`src/sv/skt_pkg.sv`:
```
`timescale 1ns / 1ps
// ----------------------------------------------------------------------------
// skt_pkg
// Shared types and constants for the sorted key table: action and status
// codes, controller states and the per-cell control bundle.
// ----------------------------------------------------------------------------
package skt_pkg;

    // Default table size and fixed field widths
    localparam int TABLE_DEPTH_DEF = 64;
    localparam int KEY_W           = 30;
    localparam int ACT_W           = 2;
    localparam int STAT_W          = 2;
    localparam int POS_W           = 6;
    localparam int CNT_OUT_W       = 7;

    // Request actions (the unused code acts as a search)
    typedef enum logic [ACT_W-1:0] {
        ACT_INSERT = 2'd0,
        ACT_REMOVE = 2'd1,
        ACT_SEARCH = 2'd2,
        ACT_ALIAS  = 2'd3
    } action_t;

    // Result status codes
    typedef enum logic [STAT_W-1:0] {
        STAT_DONE = 2'd0,
        STAT_MISS = 2'd1,
        STAT_FULL = 2'd2
    } status_t;

    // Controller states
    typedef enum logic [1:0] {
        ST_IDLE,
        ST_CMP,
        ST_APPLY
    } state_t;

    // Control broadcast to every cell
    typedef struct packed {
        logic cmp_en;   // capture compare flags against the request key
        logic ins_en;   // open a slot at the insert point, shift larger keys up
        logic rem_en;   // close the slot of the matched key, shift larger down
    } cell_ctl_t;

endpackage

```
`src/sv/skt_cell.sv`:
```
`timescale 1ns / 1ps
// ----------------------------------------------------------------------------
// skt_cell
// One slot of the sorted table: holds a key and an occupied bit, compares
// against the request key and shifts to or from its neighbors on update.
// ----------------------------------------------------------------------------
module skt_cell
    import skt_pkg::*;
(
    input  logic             aclk,
    input  logic             aresetn,
    input  cell_ctl_t        ctl,
    input  logic [KEY_W-1:0] req_key,
    input  logic [KEY_W-1:0] left_key,
    input  logic             left_valid,
    input  logic             left_lt,
    input  logic [KEY_W-1:0] right_key,
    input  logic             right_valid,
    output logic [KEY_W-1:0] key,
    output logic             valid,
    output logic             lt,
    output logic             eq
);

    logic [KEY_W-1:0] key_reg, key_next;
    logic             valid_reg, valid_next;
    logic             lt_reg, eq_reg;

    // Occupied bit is control state; key and flags are payload
    always_ff @(posedge aclk) begin
        if (!aresetn) begin
            valid_reg <= 1'b0;
        end else begin
            valid_reg <= valid_next;
        end
        key_reg <= key_next;
        if (ctl.cmp_en) begin
            lt_reg <= valid_reg && (key_reg < req_key);
            eq_reg <= valid_reg && (key_reg == req_key);
        end
    end

    // Shift decision is local: cells below the insert/remove point hold
    always_comb begin
        key_next   = key_reg;
        valid_next = valid_reg;
        if (ctl.ins_en && !lt_reg) begin
            if (left_lt) begin
                key_next   = req_key;
                valid_next = 1'b1;
            end else begin
                key_next   = left_key;
                valid_next = left_valid;
            end
        end else if (ctl.rem_en && !lt_reg) begin
            key_next   = right_key;
            valid_next = right_valid;
        end
    end

    assign key   = key_reg;
    assign valid = valid_reg;
    assign lt    = lt_reg;
    assign eq    = eq_reg;

endmodule

```
`config.mk`:
```
export PLATFORM = sky130hd
export DESIGN_NAME = skt_cell
export DESIGN_NICKNAME = d
export VERILOG_FILES = /design/src/sv/skt_pkg.sv /design/src/sv/skt_cell.sv
export SDC_FILE = /design/constraint.sdc
export NUM_CORES = 1
export LEC_CHECK = 0
export BUFFER_PORTS_ARGS = -buffer_cell sky130_fd_sc_hd__buf_2
export CAP_MARGIN = 40
export CORE_AREA = 10 10 101 80
export DETAILED_ROUTE_END_ITERATION = 16
export DIE_AREA = 0 0 111 90
export PLACE_DENSITY_LB_ADDON = 0.05
export SLEW_MARGIN = 15
export SYNTH_ARGS = -nofsm -noshare
export SYNTH_HDL_FRONTEND = slang
export SYNTH_SLANG_ARGS = --single-unit
```
`constraint.sdc`:
```
create_clock -name aclk -period 3.8 [get_ports aclk]
set_input_delay 0.95 -clock aclk [delete_from_list [all_inputs] [get_ports aclk]]
set_output_delay 0.95 -clock aclk [all_outputs]
set_load 0.01 [all_outputs]
```
==> results.yml <==
place:
  post-place-ws_ps: 1175
  place.gp.congestion: 0.7578
  dp.cells: 451
  port_buffers: 130
  dp_hpwl_um: 5917
cells_and_area:
  n_antenna_cell: 0
  fin_cells: 459
  drive_above_1_share: 0.3810
  final_nets: 505
  syn_to_final_growth_pct: 35.15
  largest_reg_flops: 30
pwr:
  leakage_nw: 1.699
  clkPwrFrac: 0.267
  power_density_nw_per_um2: 314.2
  finalPower_mw: 1.016
  switching_share: 0.2878
  p_sw_mw: 0.2924
  p_comb_frac: 0.277
  power_frac_seq: 0.455
  p_int_mw: 0.7235
  peakVddDrop_mv: 0.1540
worst_setup_path:
  critical_path_class: "in -> reg"
  rrSetupSlack_ps: 1840
  worst_setup_path_end_kind: "register"
  cp.arrival_ps: 2340
  worstPathMaxFanout: 3
  worst_r2r_endpoint: "lt"
  rr_worst_depth: 6
  critPathRequiredTime_ps: 3820
  start_kind: "input pin"
  r2r_start: "key[29]"
synth:
  synth_top_area_cell: "edfxtp_1"
  synth_edf_count: 32
  synth_area_um2: 2392
  synth.top_cells.by_area: "edfxtp_1, ha_1, mux2i_1, o21ai_0, nand2_1"
  synth_nets: 376
  synth_top_area_share: 0.4017
  synth_seq_cells: 33
  syn_inst: 248
  netlist-cell-type-count: 28
  yosysWarnings: 0
  ys_seq_area_frac: 0.4100
  synth_area_per_cell_um2: 9.646
  synth-async-reset-ratio: 0
  synthFlopType: "edfxtp_1"
sta:
  clock-skew-final_ps: 2.362
  fmax_mhz: 430.1
  grt_setup_unrepaired: "false"
  period_share: 0.6118
  max_slew_margin: 0.5902
  finalHoldViolCount: 0
  report.final.slew_viol_count: 0
  worst_pin_slew_ps: 613.2
  whs_ps: 553.8
  finalSetupTns_ps: 0
  finalSetupViolations: 0
  layout_min_cycle_time_ps: 2325
  layout_setup_ws_ps: 1475
grt:
  grt_usage: 0.1345
  busiest_layer: "met2"
  gr-usage-met2: 0.2127
  grt_pass1_vias: 2310
  grt_overflow_total: 0
  antenna_found_initial: 0
  grt_max_degree: 34
  grt_pass1_wl_um: 11320
  gr-usage-met1: 0.1709
  gr-usage-met3: 0.04980
floorplan:
  start_util: 0.3882
  rows: 25
  fp.dieW_um: 111
  die_h_um: 90
  num_io_pins: 131
  core-area_um2: 6162
  die_area_um2: 9990
status:
  status: "complete, no violations"
drt:
  dr.pass1.iters: 4
  ant_nets: 0
  drt_wl_total_um: 7011
  drc_errors: 0
  drtIter0Drc: 85
  drt-vias-per-instance: 4.671
  wire_per_inst_um: 15.27
  num_vias: 2144
hold_path:
  min_path_type: "reg -> reg"
  min_from: "valid"
  holdPathEnd: "valid"
  hold_depth: 2
cts:
  cts-resized-gates: 0
  cts_tree: "yes"
  h-tree-depth: 2
  clockBufferDepth: 2
  postCtsSetupBuffers: 0
  cts_inserted_buffers: 5
  clockRootBuffer: "clkbuf_8"
  path_clk_slew_ps: 70
  clk_latency_ps: 270
  holdBufCountCts: 0
  clock-sinks: 33
flow_run:
  max-cap-violations: 0
==> critical path, stage by stage <==
cell and delay [ps]:
buf_2 90, inv_1 40, ha_1 290, nand4_1 120, nor3_1 390, o21ai_0 230
nand4bb_1 180, a31oi_1 60
==> routing by layer <==
layer / up-vias / share of wire
met5: - / 0
met4: 0 / 0.0081
met3: 4 / 0.077
met2: 75 / 0.45
met1: 922 / 0.47
li1: 1143 / -
==> cell usage in the layout, fill, tap and decap left out <==
cell type,instances
nand2b_2,1
nor2_1,4
edfxtp_1,32
and3_1,1
nand2_1,38
nor3_1,2
o21a_1,1
ha_1,30
o221a_2,1
nand2b_1,1
a211oi_1,2
buf_2,130
a21boi_0,1
o21ai_0,32
o22ai_1,1
a21oi_1,12
nor2_4,1
nand4bb_1,1
or3_4,1
nand3_1,1
o221ai_1,2
a21o_1,1
a31oi_1,1
dfxtp_1,1
clkbuf_1,2
mux2i_1,30
o311ai_0,1
nand4_1,5
nor4_2,1
buf_12,1
clkbuf_8,6
inv_1,32
buf_4,2
==> power groups by stage <==
stage	clock, mW	sequential [mW]	combinational (mW)
floorplan	0	0.487	0.140
global placement	0	0.469	0.281
detailed placement	0	0.471	0.287
CTS	0.283	0.463	0.288
global route	0.297	0.468	0.323
finish	0.272	0.462	0.282
==> layout make-up <==
class	instances	area, um^2
inverter	32	120.1
fill	598	2929
clock buffer	8	90.09
timing repair buffer	133	685.7
multi-input combinational	172	1255
sequential	33	980.9
tap	81	101.3
==> per-stage QoR <==
| step | instance area [um^2] | util |
|---|---|---|
| floorplan | 2392 | - |
| global placement | 3123 | 0.5068 |
| detailed placement | 3143 | 0.5101 |
| CTS | 3233 | 0.5247 |
| global route | 3233 | 0.5247 |
| finish | 3233 | 0.5247 |
==> worst max path at each step <==
stage,to,start,slack (ps),cells past startpoint
after floorplan,valid,ctl[1],870,4
after global placement,lt,req_key[29],1220,8
after detailed placement,lt,req_key[29],1170,8
after CTS,lt,req_key[29],1480,8
after global routing,lt,req_key[29],1410,8
final,lt,req_key[29],1480,8
==> kinds of logic after synthesis <==
| kind of cell | synth area share |
|---|---|
| flops | 0.4100 |
| compound gates | 0.1287 |
| simple gates | 0.1093 |
| mux | 0.1255 |
| buf+inv | 0.06957 |
| fa+ha+maj | 0.1569 |
==> cells in the mapped netlist (2+ instances only) <==
cell,n
nand2_1,38
edfxtp_1,32
inv_1,32
o21ai_0,32
ha_1,30
mux2i_1,30
a21oi_1,12
clkbuf_1,7
nand4_1,5
nor2_1,5
buf_2,4
a211oi_1,2
nand2b_1,2
nor3_1,2
o221ai_1,2
No activity file was read; power rests on OpenSTA's default activity.
