File: config.mk
export PLATFORM = sky130hd
export DESIGN_NAME = skt_pos_enc
export DESIGN_NICKNAME = d
export VERILOG_FILES = /design/src/sv/skt_pkg.sv /design/src/sv/skt_pos_enc.sv
export SDC_FILE = /design/constraint.sdc
export NUM_CORES = 1
export LEC_CHECK = 0
export BUFFER_PORTS_ARGS = -buffer_cell sky130_fd_sc_hd__buf_4
export CAP_MARGIN = 10
export CORE_AREA = 5 5 42 44
export DETAILED_ROUTE_END_ITERATION = 16
export DIE_AREA = 0 0 47 49
export PLACE_DENSITY = 0.82
export SKIP_LAST_GASP = 1
export SYNTH_ARGS = -nofsm -noshare
export SYNTH_HDL_FRONTEND = slang
export SYNTH_SLANG_ARGS = --single-unit
File: constraint.sdc
create_clock -name vclk -period 5.4
set_clock_uncertainty 0.2 [all_clocks]
set_input_delay 1.08 -clock vclk [all_inputs]
set_output_delay 1.08 -clock vclk [all_outputs]
set_load 0.02 [all_outputs]
File: src/sv/skt_pkg.sv
`timescale 1ns / 1ps
// ----------------------------------------------------------------------------
// skt_pkg
// Shared types and constants for the sorted key table: action and status
// codes, controller states and the per-cell control bundle.
// ----------------------------------------------------------------------------
package skt_pkg;

    // Default table size and fixed field widths
    localparam int TABLE_DEPTH_DEF = 64;
    localparam int KEY_W           = 30;
    localparam int ACT_W           = 2;
    localparam int STAT_W          = 2;
    localparam int POS_W           = 6;
    localparam int CNT_OUT_W       = 7;

    // Request actions (the unused code acts as a search)
    typedef enum logic [ACT_W-1:0] {
        ACT_INSERT = 2'd0,
        ACT_REMOVE = 2'd1,
        ACT_SEARCH = 2'd2,
        ACT_ALIAS  = 2'd3
    } action_t;

    // Result status codes
    typedef enum logic [STAT_W-1:0] {
        STAT_DONE = 2'd0,
        STAT_MISS = 2'd1,
        STAT_FULL = 2'd2
    } status_t;

    // Controller states
    typedef enum logic [1:0] {
        ST_IDLE,
        ST_CMP,
        ST_APPLY
    } state_t;

    // Control broadcast to every cell
    typedef struct packed {
        logic cmp_en;   // capture compare flags against the request key
        logic ins_en;   // open a slot at the insert point, shift larger keys up
        logic rem_en;   // close the slot of the matched key, shift larger down
    } cell_ctl_t;

endpackage

File: src/sv/skt_pos_enc.sv
`timescale 1ns / 1ps
// ----------------------------------------------------------------------------
// skt_pos_enc
// One-hot to binary encoder for the slot marked by the cell row.
// ----------------------------------------------------------------------------
module skt_pos_enc
    import skt_pkg::*;
#(
    parameter int DEPTH = TABLE_DEPTH_DEF,
    parameter int IDX_W = $clog2(DEPTH)
) (
    input  logic [DEPTH-1:0] hot,
    output logic [IDX_W-1:0] idx
);

    // OR together the indexes of set bits; at most one is set
    always_comb begin
        idx = '0;
        for (int i = 0; i < DEPTH; i++) begin
            if (hot[i]) begin
                idx = idx | IDX_W'(i);
            end
        end
    end

endmodule

==> results of run 1 <==
==> through the flow <==
| step | setup WS [ns] | instances | utilization [%] |
|---|---|---|---|
| final | 1.32 | 135 | 60.6 |
| after global routing | 1.27 | 135 | 60.6 |
| after CTS | 1.32 | 135 | 60.6 |
| after detailed placement | 1.32 | 135 | 60.6 |
| after global placement | 1.35 | 135 | 60.6 |
| after floorplan | 1.54 | 50 | - |
==> metal layers <==
metal | wire length, µm | vias to the layer above | GRT usage, % | share of wire (%)
met5 | 0 | - | 0 | 0
met4 | 15 | 0 | 2.30 | 0.73
met3 | 217 | 2 | 1.85 | 11
met2 | 1040 | 43 | 30.1 | 51
met1 | 777 | 320 | 21.7 | 38
li1 | - | 364 | - | -
==> worst min-delay path by stage <==
stage	startpoint	end	slack [ns]
2_1_floorplan	hot[58]	idx[5]	2.17
3_3_place_gp	hot[16]	idx[4]	2.29
3_5_place_dp	hot[16]	idx[4]	2.29
4_1_cts	hot[16]	idx[4]	2.29
5_1_grt	hot[32]	idx[5]	2.31
6_report	hot[32]	idx[5]	2.30
==> cell usage in the layout (no fill, tap or decap) <==
cell type and n:
buf_4 69, nor4_1 18, or4_1 6, nor3_1 5
nand2_1 3, nor2_1 3, nand3_1 2, or3_1 2
or2_2 2, and3_1 2, nand4_1 2, nand4b_1 1
and4_1 1, nand3b_1 1, nand4bb_1 1, nor4bb_1 1
==> synthesized netlist by cell type <==
cell type	count
and3_1	2
and4_1	1
nand4bb_1	1
or3_1	2
or4_1	6
nor2_1	3
nand3_1	2
nor3_1	5
nand3b_1	1
or2_2	2
nand4b_1	1
nor4bb_1	1
nand2_1	3
nor4_1	18
nand4_1	2
==> cell type report <==
type	count	area, µm²
fillers	140	552
multi-input cells	50	312
repair buffers	69	518
well taps	16	20.0
==> power groups by stage <==
| stage | Clock (W) | Combinational (W) | Sequential [W] |
|---|---|---|---|
| after floorplan | 0 | 0.00000537 | 0 |
| after global placement | 0 | 0.0000454 | 0 |
| after detailed placement | 0 | 0.0000459 | 0 |
| after CTS | 0 | 0.0000460 | 0 |
| after global routing | 0 | 0.0000499 | 0 |
| final | 0 | 0.0000459 | 0 |
==> cell families after synthesis <==
logic type / share of synthesized area, %
simple gates: 100
==> reports/metrics.yaml, run 1 <==
cp-start-kind: "input pin"
num-clock-buffers: 0
worstPathRequired_ns: 4.12
hpwl_um: 1950
core_area_mm2: 0.00140
max_stage_delay_ns: 0.54
min_path_type: "input pin to primary output"
tightest_slew_ns: 0.435
drive_above_1_share_pct: 59.7
ys_seq_area_share_pct: 0
finalPower_w: 0.0000459
internal_power_w: 0.0000320
drv_cap: 0
register_area_um2: 0
n_antenna_cell: 0
syn_area_um2: 312
drtIter0Drc: 7
comb_power_share_pct: 100.0
status: "finished clean"
cp_top_family: "simple AND/OR/NAND/NOR gates"
finalCritPeriodShare_pct: 75.5
route.detailed.drc: 0
io_pins: 70
relSlewSlack_pct: 70.8
wl_per_cell_um: 15.2
grt_pass1_wl_um: 3150
grt.overflow.total: 0
seq_cells: 0
critPathCaptureType: "primary output"
slowest_stage: "or4_1"
powerDensity_mw_per_mm2: 54.0
worst-setup-path-type: "input pin to primary output"
max_freq_mhz: 245
initial_core_util_pct: 22.2
die_x_um: 47
grt_use_total_pct: 17.1
crit_buf_inv: 2
core.rowCount: 14
seq_power_share_pct: 0
ir_drop_uv: 27.3
dr.pass1.iters: 4
cp_max_fo: 2
synth_warnings: 0
die_area_mm2: 0.00230
finalSetupViolCount: 0
cts_setup_buffers: 0
yosys.cell_types.count: 15
final_area_um2: 850
antenna_found_initial: 0
finalNetCount: 185
final_antenna_net_count: 0
die_h_um: 49
crit_chain: "buf_4, or4_1, or4_1, or4_1, buf_4"
crit_top_cell: "or4_1"
cp_num_cells: 5
whs_ns: 2.30
finalHoldViolCount: 0
io_buffers: 69
postSynthCellCount: 50
period_needed_ns: 4.08
switching_share_pct: 30.2
holdPathStages: 4
fin_setup_tns_ns: 0
p_clk_share_pct: 0
routed_wl_um: 2050
slew_violations: 0
cp_data_arrival_time_ns: 2.80
synth_top_area_share_pct: 36.1
grt_pass1_vias: 778
placed_area_um2: 850
vias_per_cell: 5.40
leakage_nw: 0.377
grt_max_degree: 4
synth_area_leaders: "nor4_1, or4_1, nor3_1"
rsz0062_at_grt: "false"
syn_area_per_cell_um2: 6.23
cp-startpoint: "hot[24]"
cts_resized: 0
holdBufCountCts: 0
gp_congestion: 0.819
p_sw_w: 0.0000139
endpoint: "idx[3]"
areaGrowthSynthToFinish_pct: 173
synth_top_area_cell: "nor4_1"
vias: 729
synth_nets: 114
No activity file was read; power rests on OpenSTA's default activity.
==> run 2, diff against run 1 <==
Settings changed: ABC_AREA set to 1, CORE_AREA 5 5 42 44 to not set, CORE_MARGIN set to 5, CORE_UTILIZATION set to 35, DIE_AREA 0 0 47 49 to not set.
Clock period 5.4 ns to 3.5 ns, I/O delays scaled along.
==> run 2 against run 1 <==
Critical path depth up 3. Sequential share of layout area unchanged. First-iteration DRC count down 14%. Critical path type unchanged. Count of clock-buffer cells in the layout did not move. Global-route usage shrank 2.3 points. Sequential cell count stayed put. Combinational power is 120% higher. Hold slack worse by 0.71 ns. Die area up 31%. Wire length increased by 9.1%.
==> reports/metrics.yaml, run 2 <==
num-clock-buffers: 0
grt_use_total_pct: 14.8
status: "finished clean"
worstPathRequired_ns: 2.60
die_x_um: 55.0
post-synth-top-count-cell: "nand2_1"
synth_top_area_cell: "nand2_1"
layout_setup_ws_ns: 1.16
route.detailed.drc: 0
seq_cells: 0
cts_resized: 0
vias_per_cell: 3.93
yosys.cell_types.count: 10
die_h_um: 55.0
finalCritPeriodShare_pct: 67.0
io_buffers: 69
synth_top_family_by_area: "simple AND/OR/NAND/NOR gates"
leakage_nw: 0.771
mostFrequentLayoutCell: "buf_4"
grt.overflow.total: 0
fillers: 214
crit_chain: "buf_4, inv_2, nand2_2, nor2_1, nand2_1, nor2_1, nand2_1, buf_4"
fin_setup_tns_ns: 0
final_area_mm2: 0.00126
layout_common_cells: "buf_4, nand2_1, nor2_1"
synthAdderAreaFrac_pct: 0
initial_core_util_pct: 36.5
critPathCaptureType: "primary output"
core.rowCount: 16
synth_top_area_share_pct: 31.2
drive_above_1_share_pct: 38.3
worst-setup-path-type: "input pin to primary output"
synth.mux.area_fraction_pct: 0
antenna_found_initial: 0
powerDensity_mw_per_mm2: 78.8
period_needed_ns: 2.34
max_stage_delay_ns: 0.16
synth_compound_area_share_pct: 0
synth_commonest_cells: "nand2_1, nor2_1, inv_1"
postSynthCellCount: 179
finalHoldViolCount: 0
slowest_stage: "nor2_1"
wl_per_cell_um: 8.12
core_area_mm2: 0.00194
placedCellCount: 275
max_freq_mhz: 427
grt_pass1_wl_um: 3460
place_ws_ns: 1.15
dr.pass1.iters: 4
grt_pass1_vias: 921
drtIter0Drc: 6
cp-start-kind: "input pin"
vias: 1081
synth_area_leaders: "nand2_1, nor2_1, inv_1"
io_pins: 70
register_area_um2: 0
synth_nets: 243
finalNetCount: 314
placed_area_mm2: 0.00126
utilization_pct: 64.9
min_path_type: "input pin to primary output"
slew_violations: 0
areaGrowthSynthToFinish_pct: 77.8
n_antenna_cell: 0
synthSimpleGateAreaFrac_pct: 69.8
relSlewSlack_pct: 89.0
cts_setup_buffers: 0
syn_area_um2: 709
gp_congestion: 0.871
rsz0062_at_grt: "false"
hpwl_um: 2130
cp_max_fo: 3
ir_drop_uv: 42.4
synth_xor_area_share_pct: 0
syn_area_per_cell_um2: 3.96
routed_wl_um: 2230
die_area_mm2: 0.00303
grt_max_degree: 4
ys_seq_area_share_pct: 0
tightest_slew_ns: 0.164
cp_data_arrival_time_ns: 1.44
holdBufCountCts: 0
final_antenna_net_count: 0
finalSetupViolCount: 0
drv_cap: 0
synth_warnings: 0
fin_cells: 275
[run 2: cell count changes in the layout (fill, tap and decap cells not counted), sizes merged, moves of 5 or more]
cell	before	now
or4	6	0
nand2	3	64
inv	0	55
nor3	5	0
nor4	18	0
nor2	3	54
[run 2: final cells by class]
type                       count  area [µm²]  area share [%]
tap                           27        33.8            2.68
timing repair buffer          69         518            41.1
multi-input combinational    122         495            39.3
inverter                      57         214            17.0
[run 2: cell families after synthesis]
group	count (synthesis)
simple gates	122
buf+inv	57
[run 2: worst max-delay path, delay by kind of cell]
kind                   cells  cell delay (ns)
and+or+nand+nor            5             0.43
buffers and inverters      3             0.31
[run 2: routing by layer]
layer / GRT usage, % / wire [µm]
met1: 18.7 / 871
met2: 26.6 / 1050
met3: 3.75 / 312
met4: 0 / 0
met5: 0 / 0
[run 2: power by group]
part / internal [W] / total, W / switching (W)
logic: 0.0000592 / 0.0000994 / 0.0000402
registers: 0 / 0 / 0
clock network: 0 / 0 / 0
[run 2: final timing paths]
| kind | slack (ns) | from | endpoint | cells after the start |
|---|---|---|---|---|
| setup / recovery | 1.16 | hot[59] | idx[3] | 8 |
| hold / removal | 1.58 | hot[52] | idx[4] | 6 |
[run 2: through the flow]
stage,total power [W],hold WS (ns)
6_report,0.0000994,1.58
4_1_cts,0.000101,1.59
3_3_place_gp,0.0000994,1.58
3_5_place_dp,0.000100,1.59
2_1_floorplan,0.0000376,1.45
5_1_grt,0.000112,1.63
